--- src/hw/rtl/bsd_pkg.sv ---
// ----------------------------------------------------------------------------
// Bucket scatter distributor package
// Widths, fixed configuration and shared types of the distributor.
// ----------------------------------------------------------------------------
package bsd_pkg;

  localparam int DATA_W    = 32;
  localparam int DEST_W    = 12;
  localparam int BUCKET_W  = 6;
  localparam int SLOT_W    = 2;
  localparam int CNT_W     = 3;
  localparam int NUM_BUCKETS = 1 << BUCKET_W;

  // Row length and bucket capacity of this build.
  localparam int ROW_LEN    = 64;
  localparam int BUCKET_CAP = 4;

  // The counter width caps the usable capacity; a capacity below one acts as one.
  localparam int COUNT_MAX = (1 << CNT_W) - 1;
  localparam int CAP_EFF   = (BUCKET_CAP < 1) ? 1 :
                             ((BUCKET_CAP > COUNT_MAX) ? COUNT_MAX : BUCKET_CAP);

  typedef logic [BUCKET_W-1:0] bucket_t;
  typedef logic [SLOT_W-1:0]   slot_t;
  typedef logic [CNT_W-1:0]    count_t;
  typedef logic [DEST_W-1:0]   dest_t;
  typedef logic signed [DATA_W-1:0] data_t;

  // Write-back request from the placement stage to the counter memory.
  typedef struct packed {
    logic    wr_en;
    bucket_t wr_addr;
    count_t  wr_data;
    logic    clr_all;
  } cnt_wr_t;

endpackage

--- src/hw/rtl/bucket_scatter_distributor.sv ---
// ----------------------------------------------------------------------------
// Bucket scatter distributor
// Assigns each incoming request a bucket and a slot from per-bucket counters.
// ----------------------------------------------------------------------------
// Usage:
// Each input request carries data_word, dest_index and row_end. The bucket is
// dest_index divided by the row length; its fill counter gives the slot. A
// full bucket drops the request: overflow is set, slot_id is zero and the
// counter stays. A request with row_end set clears every counter after it is
// placed. Exactly one result leaves on the output channel for each request,
// carrying bucket_id, slot_id, the data and the destination.
// A result passes through the placement stage and then the output register.
// The block takes one request per cycle while results are drained; this rate
// is set by the single read/write port pair of the counter memory, read when
// a request is accepted and written back as it leaves the placement stage,
// with the updated count forwarded when the next request hits the same bucket.
// Reset clears all counters in the same cycle (per-bucket valid bits) and
// empties the pipeline. When the receiver stalls, the result waits in the
// output register, one more request waits in the placement stage, and
// in_ready then drops until the output is taken.
// ----------------------------------------------------------------------------
module bucket_scatter_distributor (
  input  logic             clk,
  input  logic             rst,
  input  logic             in_valid,
  output logic             in_ready,
  input  bsd_pkg::data_t   data_word,
  input  bsd_pkg::dest_t   dest_index,
  input  logic             row_end,
  output logic             out_valid,
  input  logic             out_ready,
  output bsd_pkg::bucket_t bucket_id,
  output bsd_pkg::slot_t   slot_id,
  output bsd_pkg::data_t   out_data,
  output bsd_pkg::dest_t   out_dest,
  output logic             overflow
);
  import bsd_pkg::*;

  // Placement stage registers.
  logic    s1_valid;
  data_t   s1_data;
  dest_t   s1_dest;
  logic    s1_row_end;
  bucket_t s1_bucket;
  logic    fwd_hit;
  count_t  fwd_cnt;

  logic    accept;
  logic    s1_advance;
  bucket_t in_bucket;
  count_t  rd_cnt;
  count_t  cnt_cur;
  count_t  cnt_new;
  logic    ovf;
  cnt_wr_t wr;

  // Row length is a power of two in this build, so this is a plain shift.
  assign in_bucket = BUCKET_W'(dest_index / ROW_LEN);

  // The placement stage moves on whenever the output register is free or
  // being emptied; a new request enters whenever the stage is free or moving.
  assign s1_advance = s1_valid && (!out_valid || out_ready);
  assign in_ready   = !s1_valid || s1_advance;
  assign accept     = in_valid && in_ready;

  bsd_count_mem u_count_mem (
    .clk     (clk),
    .rst     (rst),
    .rd_en   (accept),
    .rd_addr (in_bucket),
    .rd_data (rd_cnt),
    .wr      (wr)
  );

  // The memory read for a request happens in the same cycle as the write of
  // the request ahead of it, so that write (or its row clear) is forwarded.
  assign cnt_cur = fwd_hit ? fwd_cnt : rd_cnt;
  assign ovf     = (cnt_cur >= CNT_W'(CAP_EFF));
  assign cnt_new = cnt_cur + CNT_W'(1);

  always_comb begin
    wr.wr_en   = s1_advance && !ovf;
    wr.wr_addr = s1_bucket;
    wr.wr_data = cnt_new;
    wr.clr_all = s1_advance && s1_row_end;
  end

  always_ff @(posedge clk) begin
    if (rst) begin
      s1_valid <= 1'b0;
    end else if (accept) begin
      s1_valid <= 1'b1;
    end else if (s1_advance) begin
      s1_valid <= 1'b0;
    end
  end

  always_ff @(posedge clk) begin
    if (accept) begin
      s1_data    <= data_word;
      s1_dest    <= dest_index;
      s1_row_end <= row_end;
      s1_bucket  <= in_bucket;
      fwd_hit    <= s1_advance && (s1_row_end || (s1_bucket == in_bucket));
      if (s1_row_end) begin
        fwd_cnt <= '0;
      end else if (ovf) begin
        fwd_cnt <= cnt_cur;
      end else begin
        fwd_cnt <= cnt_new;
      end
    end
  end

  // Output register.
  always_ff @(posedge clk) begin
    if (rst) begin
      out_valid <= 1'b0;
    end else if (s1_advance) begin
      out_valid <= 1'b1;
    end else if (out_ready) begin
      out_valid <= 1'b0;
    end
  end

  always_ff @(posedge clk) begin
    if (s1_advance) begin
      bucket_id <= s1_bucket;
      slot_id   <= ovf ? '0 : cnt_cur[SLOT_W-1:0];
      out_data  <= s1_data;
      out_dest  <= s1_dest;
      overflow  <= ovf;
    end
  end

endmodule

--- src/hw/rtl/bsd_count_mem.sv ---
// ----------------------------------------------------------------------------
// Bucket fill counter memory
// One read and one write port, registered read data, and a valid bit per
// bucket so that reset and row ends clear all counters together.
// ----------------------------------------------------------------------------
module bsd_count_mem (
  input  logic             clk,
  input  logic             rst,
  input  logic             rd_en,
  input  bsd_pkg::bucket_t rd_addr,
  output bsd_pkg::count_t  rd_data,
  input  bsd_pkg::cnt_wr_t wr
);
  import bsd_pkg::*;

  count_t                 mem [NUM_BUCKETS];
  logic [NUM_BUCKETS-1:0] vld;

  always_ff @(posedge clk) begin
    if (wr.wr_en) begin
      mem[wr.wr_addr] <= wr.wr_data;
    end
  end

  always_ff @(posedge clk) begin
    if (rst || wr.clr_all) begin
      vld <= '0;
    end else if (wr.wr_en) begin
      vld[wr.wr_addr] <= 1'b1;
    end
  end

  // An entry not written since the last clear reads as zero.
  always_ff @(posedge clk) begin
    if (rd_en) begin
      rd_data <= vld[rd_addr] ? mem[rd_addr] : '0;
    end
  end

endmodule

--- config.mk ---
export PLATFORM = sky130hd
export DESIGN_NAME = bucket_scatter_distributor
export DESIGN_NICKNAME = d
export VERILOG_FILES = /design/src/hw/rtl/bsd_pkg.sv /design/src/hw/rtl/bucket_scatter_distributor.sv /design/src/hw/rtl/bsd_count_mem.sv
export SDC_FILE = /design/constraint.sdc
export NUM_CORES = 1
export LEC_CHECK = 0
export BUFFER_PORTS_ARGS = -buffer_cell sky130_fd_sc_hd__buf_4
export CAP_MARGIN = 5
export CORE_MARGIN = 2
export CORE_UTILIZATION = 30
export CTS_BUF_LIST = sky130_fd_sc_hd__clkbuf_8
export DETAILED_ROUTE_END_ITERATION = 10
export GPL_ROUTABILITY_DRIVEN = 1
export PLACE_DENSITY_LB_ADDON = 0.3
export SYNTH_ARGS = -nofsm -noshare
export SYNTH_HDL_FRONTEND = slang
export SYNTH_SLANG_ARGS = --single-unit
--- constraint.sdc ---
create_clock -name clk -period 5.7 [get_ports clk]
set_input_delay 1.14 -clock clk [delete_from_list [all_inputs] [get_ports clk]]
set_output_delay 1.14 -clock clk [all_outputs]
set_load 0.01 [all_outputs]
==> summary.txt, run 1 <==
Run status
  – Status: completed

Synthesis
  – Synth top area share: 65.5%
  – Dominant register cell in the synthesized netlist: edfxtp_1
  – Mapped Area: 13300 µm²
  – Syn nets: 787
  – Number of flops mapped to enable cells by yosys: 291
  – Synth warn: 0
  – Count leader, synth: edfxtp_1
  – Synth area leaders: edfxtp_1 (65%), dfxtp_1 (9.9%), mux4_2 (9.8%)
  – Synth Instances: 736
  – Synth Area per Inst: 18.1 µm²
  – Most frequent cells after synthesis: edfxtp_1 (291), nor2_1 (76), dfxtp_1 (66)
  – Seq/Total Area, Yosys: 75.4%
  – Yosys top cell by area: edfxtp_1
  – Cell variety after synth: 39
  – Async SR Flop Fraction: 0%
  – Seq cells post-synth: 357

Cells and area
  – Area added between synthesis and finish: 18.9%
  – Fill count: 4163
  – Multi-input logic area: 3060 µm²
  – Final #Nets: 914
  – Ant diodes: 0
  – Share of layout cells above drive strength 1: 29.4%
  – Register area: 10100 µm²

Clock tree
  – Reg clk slew, reported paths: 0.06 ns
  – Clock Path Buffers: 3
  – PostCTS Resize Cnt: 0
  – Root Buffer: clkbuf_8
  – Clock Sink Count: 357
  – CTS H-tree lvls: 2
  – CTS tree: built
  – Clk_lat worst skew: 0.59 ns
  – Post-CTS setup buffers: 0
  – CTS Hold Bufs: 0
  – CTS Buf Count: 57

Worst setup path
  – WS Path Type: input port to primary output
  – Worst path arrival time: 2.20 ns
  – CP Launch Type: input port
  – Critical Path RT: 4.56 ns
  – Crit end category: primary output
  – CP Max Fanout: 6

GRT
  – Largest net degree at the start of global routing: 66
  – GRT Residual Overflow: 0
  – First-pass GRT wire length: 44800 µm
  – Initial antenna violation count: 0
  – Total GRT Usage: 12.7%
  – Vias in the first global route: 7273

STA
  – Skew final: 0.0197 ns
  – Setup TNS: 0 ns
  – Max-slew violations: 0
  – Fin. Hold Viols: 0
  – Final period util: 58.6%
  – Minimum clock period after layout: 3.34 ns
  – Worst slew margin: 24.4%
  – Setup violations, final: 0
  – Worst hold margin: 0.415 ns
  – Fmax: 299 MHz
  – Worst setup margin: 2.36 ns
  – Worst-margin pin slew: 1.13 ns
  – RSZ-0062 raised after global routing: false

Route
  – Vias/cell: 4.62
  – DRC: 0
  – Vias: 6943
  – WL per Instance: 19.4 µm
  – WL final: 29200 µm
  – DR iter-0 viols: 544
  – Post-DRT Antenna Nets: 0
  – TritonRoute pass-1 iters: 5

Floorplan
  – CORE AREA: 44000 µm²
  – Num ports: 104
  – Die X: 215 µm
  – Initial core utilization: 30.3%
  – Die area: 46200 µm²
  – Die height: 215 µm
  – Rows: 77

Min path
  – HP Class: flip-flop to flip-flop

Placed design
  – Setup WS pre-CTS: 1.70 ns
  – DP HPWL: 18400 µm
  – I/O Buffers: 103
  – RePlAce Congestion: 0.741

Power and ir drop
  – Pwr per Cell Area: 335 nW/µm²
  – P_leak: 5.35 nW
  – Worst VDD drop: 161 µV
  – Total power: 0.00531 W

Job
  – Maxcap violations: 0
==> through the flow <==
stage               area [µm²]  utilization (%)  std cells
floorplan                13300                -        736
global placement         14700             33.5       1396
detailed placement       14700             33.5       1396
CTS                      15900             36.0       1503
global route             15900             36.0       1503
finish                   15900             36.0       1503
==> cell families after synthesis <==
group	after synthesis	share of synthesized area (%)
buffers and inverters	50	1.98
multiplexers	73	11.0
AND/OR/NAND/NOR	129	4.52
XOR/XNOR	6	0.394
AO/OA/AOI/OAI	119	6.53
adder cells (fa/ha/maj)	2	0.188
flip-flops	357	75.4
==> power by group <==
part	switching, W	internal, W
Clock	0.000956	0.00114
Combinational	0.000188	0.000108
Sequential	0.0000202	0.00290
==> layout by cell type, fill, tap and decap left out, types with 4 or more instances in the layout <==
cell	instances
mux2_2	6
xnor2_1	4
mux4_2	58
or3b_2	4
clkbuf_8	73
nor2b_1	6
nor3_1	5
a21oi_1	11
inv_1	32
nor2_1	76
mux2i_1	7
nand3b_1	5
buf_4	114
o21a_1	65
a22oi_1	29
dfxtp_1	66
nand2_1	19
edfxtp_1	291
==> layout make-up <==
type | count | area share [%]
clock buffers | 73 | 6.33
multi-input cells | 329 | 19.3
inverters | 4 | 0.0946
well taps | 592 | 4.67
flip-flops and latches | 357 | 63.4
clock inverters | 34 | 0.836
repair buffers | 114 | 5.39
==> state kept, by name, summed over array words and instances (netlist names) <==
register and flops:
bucket_id 6, fwd_cnt 3, fwd_hit 1, out_data 32
out_dest 6, out_valid 1, overflow 1, s1_data 32
s1_dest 12, s1_row_end 1, s1_valid 1, slot_id 2
u_count_mem.mem 192, u_count_mem.rd_data 3, u_count_mem.vld 64
==> critical path: stages <==
cell and delay, ns:
buf_4 0.11, nor2b_1 0.54, nand2_1 0.21, buf_4 0.20
==> path summary, 6_finish.rpt <==
check                                  from                   to  slack, ns  cells past startpoint
worst max register to register    out_valid  u_count_mem.vld[60]       3.04                      5
worst min register to register  s1_data[13]         out_data[13]       0.42                      0
worst min-delay path            s1_data[13]         out_data[13]       0.42                      0
worst max-delay path              out_ready             in_ready       2.36                      4
==> routing by layer <==
layer | vias up | track usage [%] | part of all wire, %
li1 | 3157 | - | -
met1 | 3517 | 16.9 | 45
met2 | 223 | 20.8 | 47
met3 | 46 | 2.85 | 5.9
met4 | 0 | 3.89 | 2.0
met5 | - | 0 | 0
(Power assumes the default switching activity.)
==> inputs of run 2 (changes only) <==
==> constraint.sdc (replaced) <==
create_clock -name clk -period 3 [get_ports clk]
set_input_delay 0.6 -clock clk [delete_from_list [all_inputs] [get_ports clk]]
set_output_delay 0.6 -clock clk [all_outputs]
set_load 0.01 [all_outputs]
==> summary.txt, run 2 (same netlist as run 1, synthesis figures left out) <==
Worst setup path
  – Crit end category: flip-flop
  – CP Launch Type: flip-flop
  – R2R Setup Slk: 0.39 ns (-2.65 ns)
  – Crit-path leading delay family: simple AND/OR/NAND/NOR gates
  – CP bufs+invs: 0 (-2)
  – CP Max Fanout: 8 (+2)
  – WS Path Type: flip-flop to flip-flop
  – Crit path launch: fwd_hit
  – Worst reg2reg path depth: 4 (-1)
  – Crit path cell chain: mux2i_2, nand4b_1, or3b_2, nor2_1
  – Critical Path RT: 3.24 ns (-1.32 ns)
  – Worst path arrival time: 2.85 ns (+0.65 ns)
  – R2R Path End: u_count_mem.mem[31][1]
  – Worst path slowest cell: or3b_2
  – Reg2reg start: fwd_hit
  – Largest stage delay, worst path: 0.67 ns (+0.13 ns)

Route
  – WL per Instance: 19.6 µm (+1.1%)
  – DR iter-0 viols: 640 (+18%)
  – Vias/cell: 4.66 (+0.77%)
  – DRC: 0 (unchanged)
  – TritonRoute pass-1 iters: 6 (+1)
  – WL final: 29800 µm (+2.0%)
  – Post-DRT Antenna Nets: 0 (unchanged)
  – Vias: 7057 (+1.6%)

Placed design
  – I/O Buffers: 103 (unchanged)
  – DP HPWL: 19600 µm (+6.7%)
  – RePlAce Congestion: 0.764 (+3.1%)
  – Post-DP Area: 14900 µm² (+1.1%)
  – Post-Place Cells: 1408 (+0.86%)

Cells and area
  – Finished Core Util: 36.7% (+0.66 points)
  – Multi-input logic area: 3060 µm² (unchanged)
  – Ant diodes: 0 (unchanged)
  – Share of layout cells above drive strength 1: 31.5% (+2.1 points)
  – Largest Register: u_count_mem.mem
  – Commonest non-fill, non-tap cells in the layout: edfxtp_1 (291), buf_4 (120), nor2_1 (76)
  – Top flop regs: u_count_mem.mem x192, u_count_mem.vld x64
  – Final Non-Filler Cells: 1516 (+0.86%)
  – Final #Nets: 926 (+1.3%)
  – Register area: 10100 µm² (unchanged)
  – Max reg flops: 192 (unchanged)
  – Fill count: 4139 (-0.58%)
  – Most common cell after layout, fill and taps aside: edfxtp_1
  – Post-route cell area: 16200 µm² (+1.8%)
  – Area added between synthesis and finish: 21.1%

Floorplan
  – Rows: 77 (unchanged)
  – Num ports: 104 (unchanged)
  – CORE AREA: 44000 µm² (unchanged)
  – Die area: 46200 µm² (unchanged)
  – Die X: 215 µm (unchanged)
  – Die height: 215 µm (unchanged)
  – Initial core utilization: 30.3% (unchanged)

Clock tree
  – Root Buffer: clkbuf_8
  – Clk_lat worst skew: 0.61 ns (+0.02 ns)
  – Reg clk slew, reported paths: 0.06 ns (about the same)
  – CTS Hold Bufs: 0 (unchanged)
  – CTS H-tree lvls: 2 (unchanged)
  – PostCTS Resize Cnt: 0 (unchanged)
  – Post-CTS setup buffers: 0 (unchanged)
  – CTS tree: built
  – CTS Buf Count: 57 (unchanged)
  – Clock Path Buffers: 3 (unchanged)
  – Clock Sink Count: 357 (unchanged)

Run status
  – Status: completed

Power and ir drop
  – P_leak: 5.44 nW (+1.6%)
  – Worst VDD drop: 341 µV (+110%)
  – Pwr per Cell Area: 658 nW/µm² (+96%)

GRT
  – Largest net degree at the start of global routing: 66 (unchanged)
  – First-pass GRT wire length: 45400 µm (+1.4%)
  – Total GRT Usage: 12.8% (+0.14 points)
  – Initial antenna violation count: 0 (unchanged)
  – Vias in the first global route: 7317 (+0.60%)
  – GRT Residual Overflow: 0 (unchanged)

STA
  – Fin. Hold Viols: 0 (unchanged)
  – Worst slew margin: 40.6% (+16 points)
  – RSZ-0062 raised after global routing: false
  – Setup TNS: 0 ns (unchanged)
  – Skew final: 0.0235 ns (+0.00374 ns)
  – Final period util: 87.2%
  – Setup violations, final: 0 (unchanged)
  – Max-slew violations: 0 (unchanged)
  – Worst-margin pin slew: 0.890 ns (-0.241 ns)
  – Worst hold margin: 0.182 ns (-0.233 ns)
  – Fmax: 382 MHz
  – Minimum clock period after layout: 2.61 ns

Min path
  – WHS Endpoint: s1_data[1]
  – Hold Path Stages: 1 (+1)
  – HP Class: input port to flip-flop
  – HP Start: data_word[1]

Job
  – Maxcap violations: 0 (unchanged)
## run 2: stage by stage
| stage | power, W | setup slack, ns |
|---|---|---|
| 5_1_grt | 0.0110 | 0.271 |
| 2_1_floorplan | 0.00597 | 0.0447 |
| 3_3_place_gp | 0.00626 | 0.132 |
| 6_report | 0.0106 | 0.385 |
| 3_5_place_dp | 0.00627 | 0.146 |
| 4_1_cts | 0.0107 | 0.391 |
## run 2: power breakdown
part | switching [W] | internal (W) | leakage, nW
logic | 0.000365 | 0.000233 | 1.54
clock network | 0.00192 | 0.00256 | 0.689
registers | 0.0000400 | 0.00551 | 3.21
## run 2: routing by layer
layer / global-route usage [%] / vias to the layer above / wire length, µm
li1: - / 3183 / -
met1: 17.3 / 3573 / 13200
met2: 20.7 / 245 / 14000
met3: 2.76 / 56 / 1900
met4: 4.21 / 0 / 646
met5: 0 / - / 0
## run 2: area by class of cell
cell class / instances / share of cell area [%]
inverters: 4 / 0.0929
flip-flops and latches: 357 / 62.3
repair buffers: 126 / 6.32
multi-input cells: 329 / 18.9
clock inverters: 45 / 2.45
clock buffers: 63 / 5.37
well taps: 592 / 4.58
## run 2: worst max-delay path by stage
stage                     cells past startpoint                      to  slack (ns)
after detailed placement                      7  u_count_mem.rd_data[2]        0.15
after global routing                          4  u_count_mem.mem[31][2]        0.27
after CTS                                     4  u_count_mem.mem[31][1]        0.39
final                                         4  u_count_mem.mem[31][1]        0.39
after global placement                        7  u_count_mem.rd_data[2]        0.13
after floorplan                               5              fwd_cnt[1]        0.04
## run 2: worst reg2reg max path, cell delays in order (launching register included)
cell,delay (ns)
edfxtp_1,0.49
mux2i_2,0.36
nand4b_1,0.33
or3b_2,0.67
nor2_1,0.41
==> inputs of run 3 (changes only) <==
--- a/config.mk
+++ b/config.mk
@@ -5,6 +5,7 @@
 export SDC_FILE = /design/constraint.sdc
 export NUM_CORES = 1
 export LEC_CHECK = 0
+export ABC_AREA = 1
 export BUFFER_PORTS_ARGS = -buffer_cell sky130_fd_sc_hd__buf_4
 export CAP_MARGIN = 5
 export CORE_MARGIN = 2
==> summary.txt, run 3 <==
Run status
  – Status: completed

Route
  – Vias/cell: 4.64 (-0.34%)
  – Vias: 9348 (+32%)
  – DRC: 0 (unchanged)
  – TritonRoute pass-1 iters: 5 (-1)
  – DR iter-0 viols: 704 (+10%)
  – Post-DRT Antenna Nets: 0 (unchanged)
  – WL per Instance: 17.5 µm (-11%)
  – WL final: 35200 µm (+18%)

STA
  – Max-slew violations: 0 (unchanged)
  – Minimum clock period after layout: 2.30 ns (-0.310 ns)
  – Worst-margin pin slew: 0.793 ns (-0.0978 ns)
  – Worst hold margin: 0.138 ns (-0.0440 ns)
  – Fin. Hold Viols: 0 (unchanged)
  – Fmax: 434 MHz (+13%)
  – RSZ-0062 raised after global routing: false
  – Worst slew margin: 47.2% (+6.5 points)
  – Setup TNS: 0 ns (unchanged)
  – Skew final: 0.0190 ns (-0.00447 ns)
  – Final period util: 76.8% (-10 points)
  – Setup violations, final: 0 (unchanged)

Cells and area
  – Largest Register: u_count_mem.mem
  – Fill count: 4562 (+10%)
  – Final #Nets: 1413 (+53%)
  – Area added between synthesis and finish: 19.4%
  – Register area: 10100 µm² (unchanged)
  – Ant diodes: 0 (unchanged)
  – Most common cell after layout, fill and taps aside: nand2_1
  – Share of layout cells above drive strength 1: 16.7% (-15 points)
  – Commonest non-fill, non-tap cells in the layout: nand2_1 (337), edfxtp_1 (291), nand3_1 (217)
  – Max reg flops: 192 (unchanged)
  – Top flop regs: u_count_mem.mem x192, u_count_mem.vld x64
  – Multi-input logic area: 3480 µm² (+14%)

Power and ir drop
  – P_leak: 6.14 nW (+13%)
  – Pwr per Cell Area: 647 nW/µm² (-1.6%)
  – Logic pwr share: 7.3% (+1.7 points)
  – Net switching power: 0.00254 W (+8.9%)
  – Seq pwr share: 52.0% (-0.2 points)
  – Clock group share of total power: 40.7% (-1.4 points)
  – Total power: 0.0108 W (+1.4%)
  – Sw Share: 23.5% (+1.6 points)
  – P_int: 0.00824 W (-0.67%)
  – Worst VDD drop: 321 µV (-6.1%)

Placed design
  – I/O Buffers: 103 (unchanged)
  – DP HPWL: 21100 µm (+7.2%)
  – RePlAce Congestion: 0.823 (+7.8%)

Floorplan
  – CORE AREA: 46300 µm² (+5.1%)
  – Die height: 220 µm (+2.2%)
  – Initial core utilization: 30.2% (-0.14 points)
  – Die X: 220 µm (+2.2%)
  – Rows: 79 (+2.6%)
  – Num ports: 104 (unchanged)
  – Die area: 48300 µm² (+4.5%)

Clock tree
  – Clock Path Buffers: 3 (unchanged)
  – CTS tree: built
  – Post-CTS setup buffers: 0 (unchanged)
  – CTS Buf Count: 59 (+3.5%)
  – Root Buffer: clkbuf_8
  – Clock Sink Count: 357 (unchanged)
  – Clk_lat worst skew: 0.64 ns (+0.03 ns)
  – PostCTS Resize Cnt: 0 (unchanged)
  – Reg clk slew, reported paths: 0.06 ns (about the same)
  – CTS H-tree lvls: 2 (unchanged)
  – CTS Hold Bufs: 0 (unchanged)

Synthesis
  – Yosys top cell by area: edfxtp_1
  – Seq cells post-synth: 357 (unchanged)
  – Synth warn: 0 (unchanged)
  – Post-synthesis simple-gate area fraction: 23.9% (+19 points)
  – Async SR Flop Fraction: 0% (unchanged)
  – Number of flops mapped to enable cells by yosys: 291 (unchanged)
  – Most frequent cells after synthesis: nand2_1 (337), edfxtp_1 (291), nand3_1 (217)
  – Syn nets: 1297 (+65%)
  – Adder-Cell Fraction of Synth Area: 0.179% (-0.0082 points)
  – Compound-Gate Fraction of Synth Area: 0.457% (-6.1 points)
  – Cell variety after synth: 27 (-31%)
  – Synth area leaders: edfxtp_1 (63%), dfxtp_1 (9.5%), nand2_1 (9.1%)
  – Synth Area per Inst: 11.2 µm² (-38%)
  – Mapped Area: 14000 µm² (+4.6%)
  – XOR/XNOR Fraction of Synth Area: 0.251% (-0.14 points)
  – Largest family of logic cells by synthesized area: simple AND/OR/NAND/NOR gates
  – Synth Instances: 1246 (+69%)
  – Post-synthesis mux area share: 0% (-11 points)
  – Synth top area share: 62.6% (-2.9 points)
  – Seq/Total Area, Yosys: 72.1% (-3.3 points)
  – Dominant register cell in the synthesized netlist: edfxtp_1
  – Count leader, synth: nand2_1

GRT
  – GRT Residual Overflow: 0 (unchanged)
  – Largest net degree at the start of global routing: 131 (+98%)
  – Vias in the first global route: 9074 (+24%)
  – Total GRT Usage: 14.5% (+1.7 points)
  – First-pass GRT wire length: 53100 µm (+17%)
  – Initial antenna violation count: 1 (+1)

Min path
  – HP Class: input port to flip-flop
  – WHS Endpoint: s1_data[4]
  – HP Start: data_word[4]
  – Hold Path Stages: 1 (unchanged)

Worst setup path
  – Largest stage delay, worst path: 0.60 ns (-0.07 ns)
  – R2R Path End: u_count_mem.mem[39][2]
  – WS Path Type: flip-flop to flip-flop
  – Reg2reg start: fwd_hit
  – Worst reg2reg path depth: 7 (+3)
  – Worst path slowest cell: buf_4
  – CP Launch Type: flip-flop
  – Crit path cell chain: nand2_1, o21ai_0, inv_1, ha_2, inv_1, ha_2, buf_4
  – Crit end category: flip-flop
  – Worst path arrival time: 2.62 ns (-0.23 ns)
  – CP Max Fanout: 64 (+56)
  – R2R Setup Slk: 0.70 ns (+0.31 ns)
  – Critical Path RT: 3.32 ns (+0.08 ns)

Job
  – Maxcap violations: 0 (unchanged)
==> run 3: cell count changes after synthesis, sizes merged, moves of 29 or more <==
cell and delta:
nand2 +320, nand3 +217, nor2 +125, o21a -65, mux4 -58, a22oi -29
inv +29
==> run 3: critical path: cells and delay by family, from the launching register on <==
kind | cells | cell delay [ns]
compound gates | 1 | 0.14
buf+inv | 3 | 0.73
fa+ha+maj | 2 | 0.45
flops | 1 | 0.50
simple gates | 1 | 0.11
==> run 3: cells by family after synthesis <==
kind of cell	Yosys count
buffers and inverters	99
AND/OR/NAND/NOR	773
AO/OA/AOI/OAI	11
flip-flops	357
XOR/XNOR	4
adder cells (fa/ha/maj)	2
==> run 3: power by group through the flow <==
stage                     logic, W  registers (W)  clock network, W
after floorplan           0.000406        0.00571                 0
after global placement    0.000807        0.00570                 0
after detailed placement  0.000803        0.00571                 0
after CTS                 0.000806        0.00560           0.00450
after global routing      0.000870        0.00561           0.00473
final                     0.000789        0.00560           0.00439
==> run 3: worst max path at each step <==
stage | from | endpoint | slack (ns)
after floorplan | fwd_hit | fwd_cnt[1] | 0.22
after global placement | dest_index[6] | u_count_mem.rd_data[1] | 0.60
after detailed placement | dest_index[6] | u_count_mem.rd_data[0] | 0.61
after CTS | fwd_hit | u_count_mem.mem[44][2] | 0.66
after global routing | fwd_hit | u_count_mem.mem[44][2] | 0.54
final | fwd_hit | u_count_mem.mem[39][2] | 0.70
==> run 3: metrics by stage <==
step | cell area [µm²] | cells | utilization, % | setup WS (ns)
2_1_floorplan | 14000 | 1246 | - | 0.215
3_3_place_gp | 15400 | 1908 | 33.4 | 0.598
3_5_place_dp | 15400 | 1908 | 33.4 | 0.607
4_1_cts | 16700 | 2015 | 36.0 | 0.660
5_1_grt | 16700 | 2015 | 36.0 | 0.539
6_report | 16700 | 2015 | 36.0 | 0.695
==> run 3: final cells by class <==
| class | instances | share of cell area [%] |
|---|---|---|
| Sequential cell | 357 | 60.4 |
| Multi-Input combinational cell | 790 | 20.9 |
| Timing Repair Buffer | 121 | 6.13 |
| Clock buffer | 67 | 5.54 |
| Tap cell | 607 | 4.56 |
| Clock inverter | 40 | 1.73 |
| Inverter | 33 | 0.751 |
==> run 3: per-layer routing <==
layer / part of all wire (%) / up-vias / track usage [%]
met3: 7.8 / 53 / 3.85
met2: 45 / 322 / 23.0
li1: - / 4488 / -
met5: 0.045 / - / 0
met1: 45 / 4483 / 19.5
met4: 1.9 / 2 / 4.14
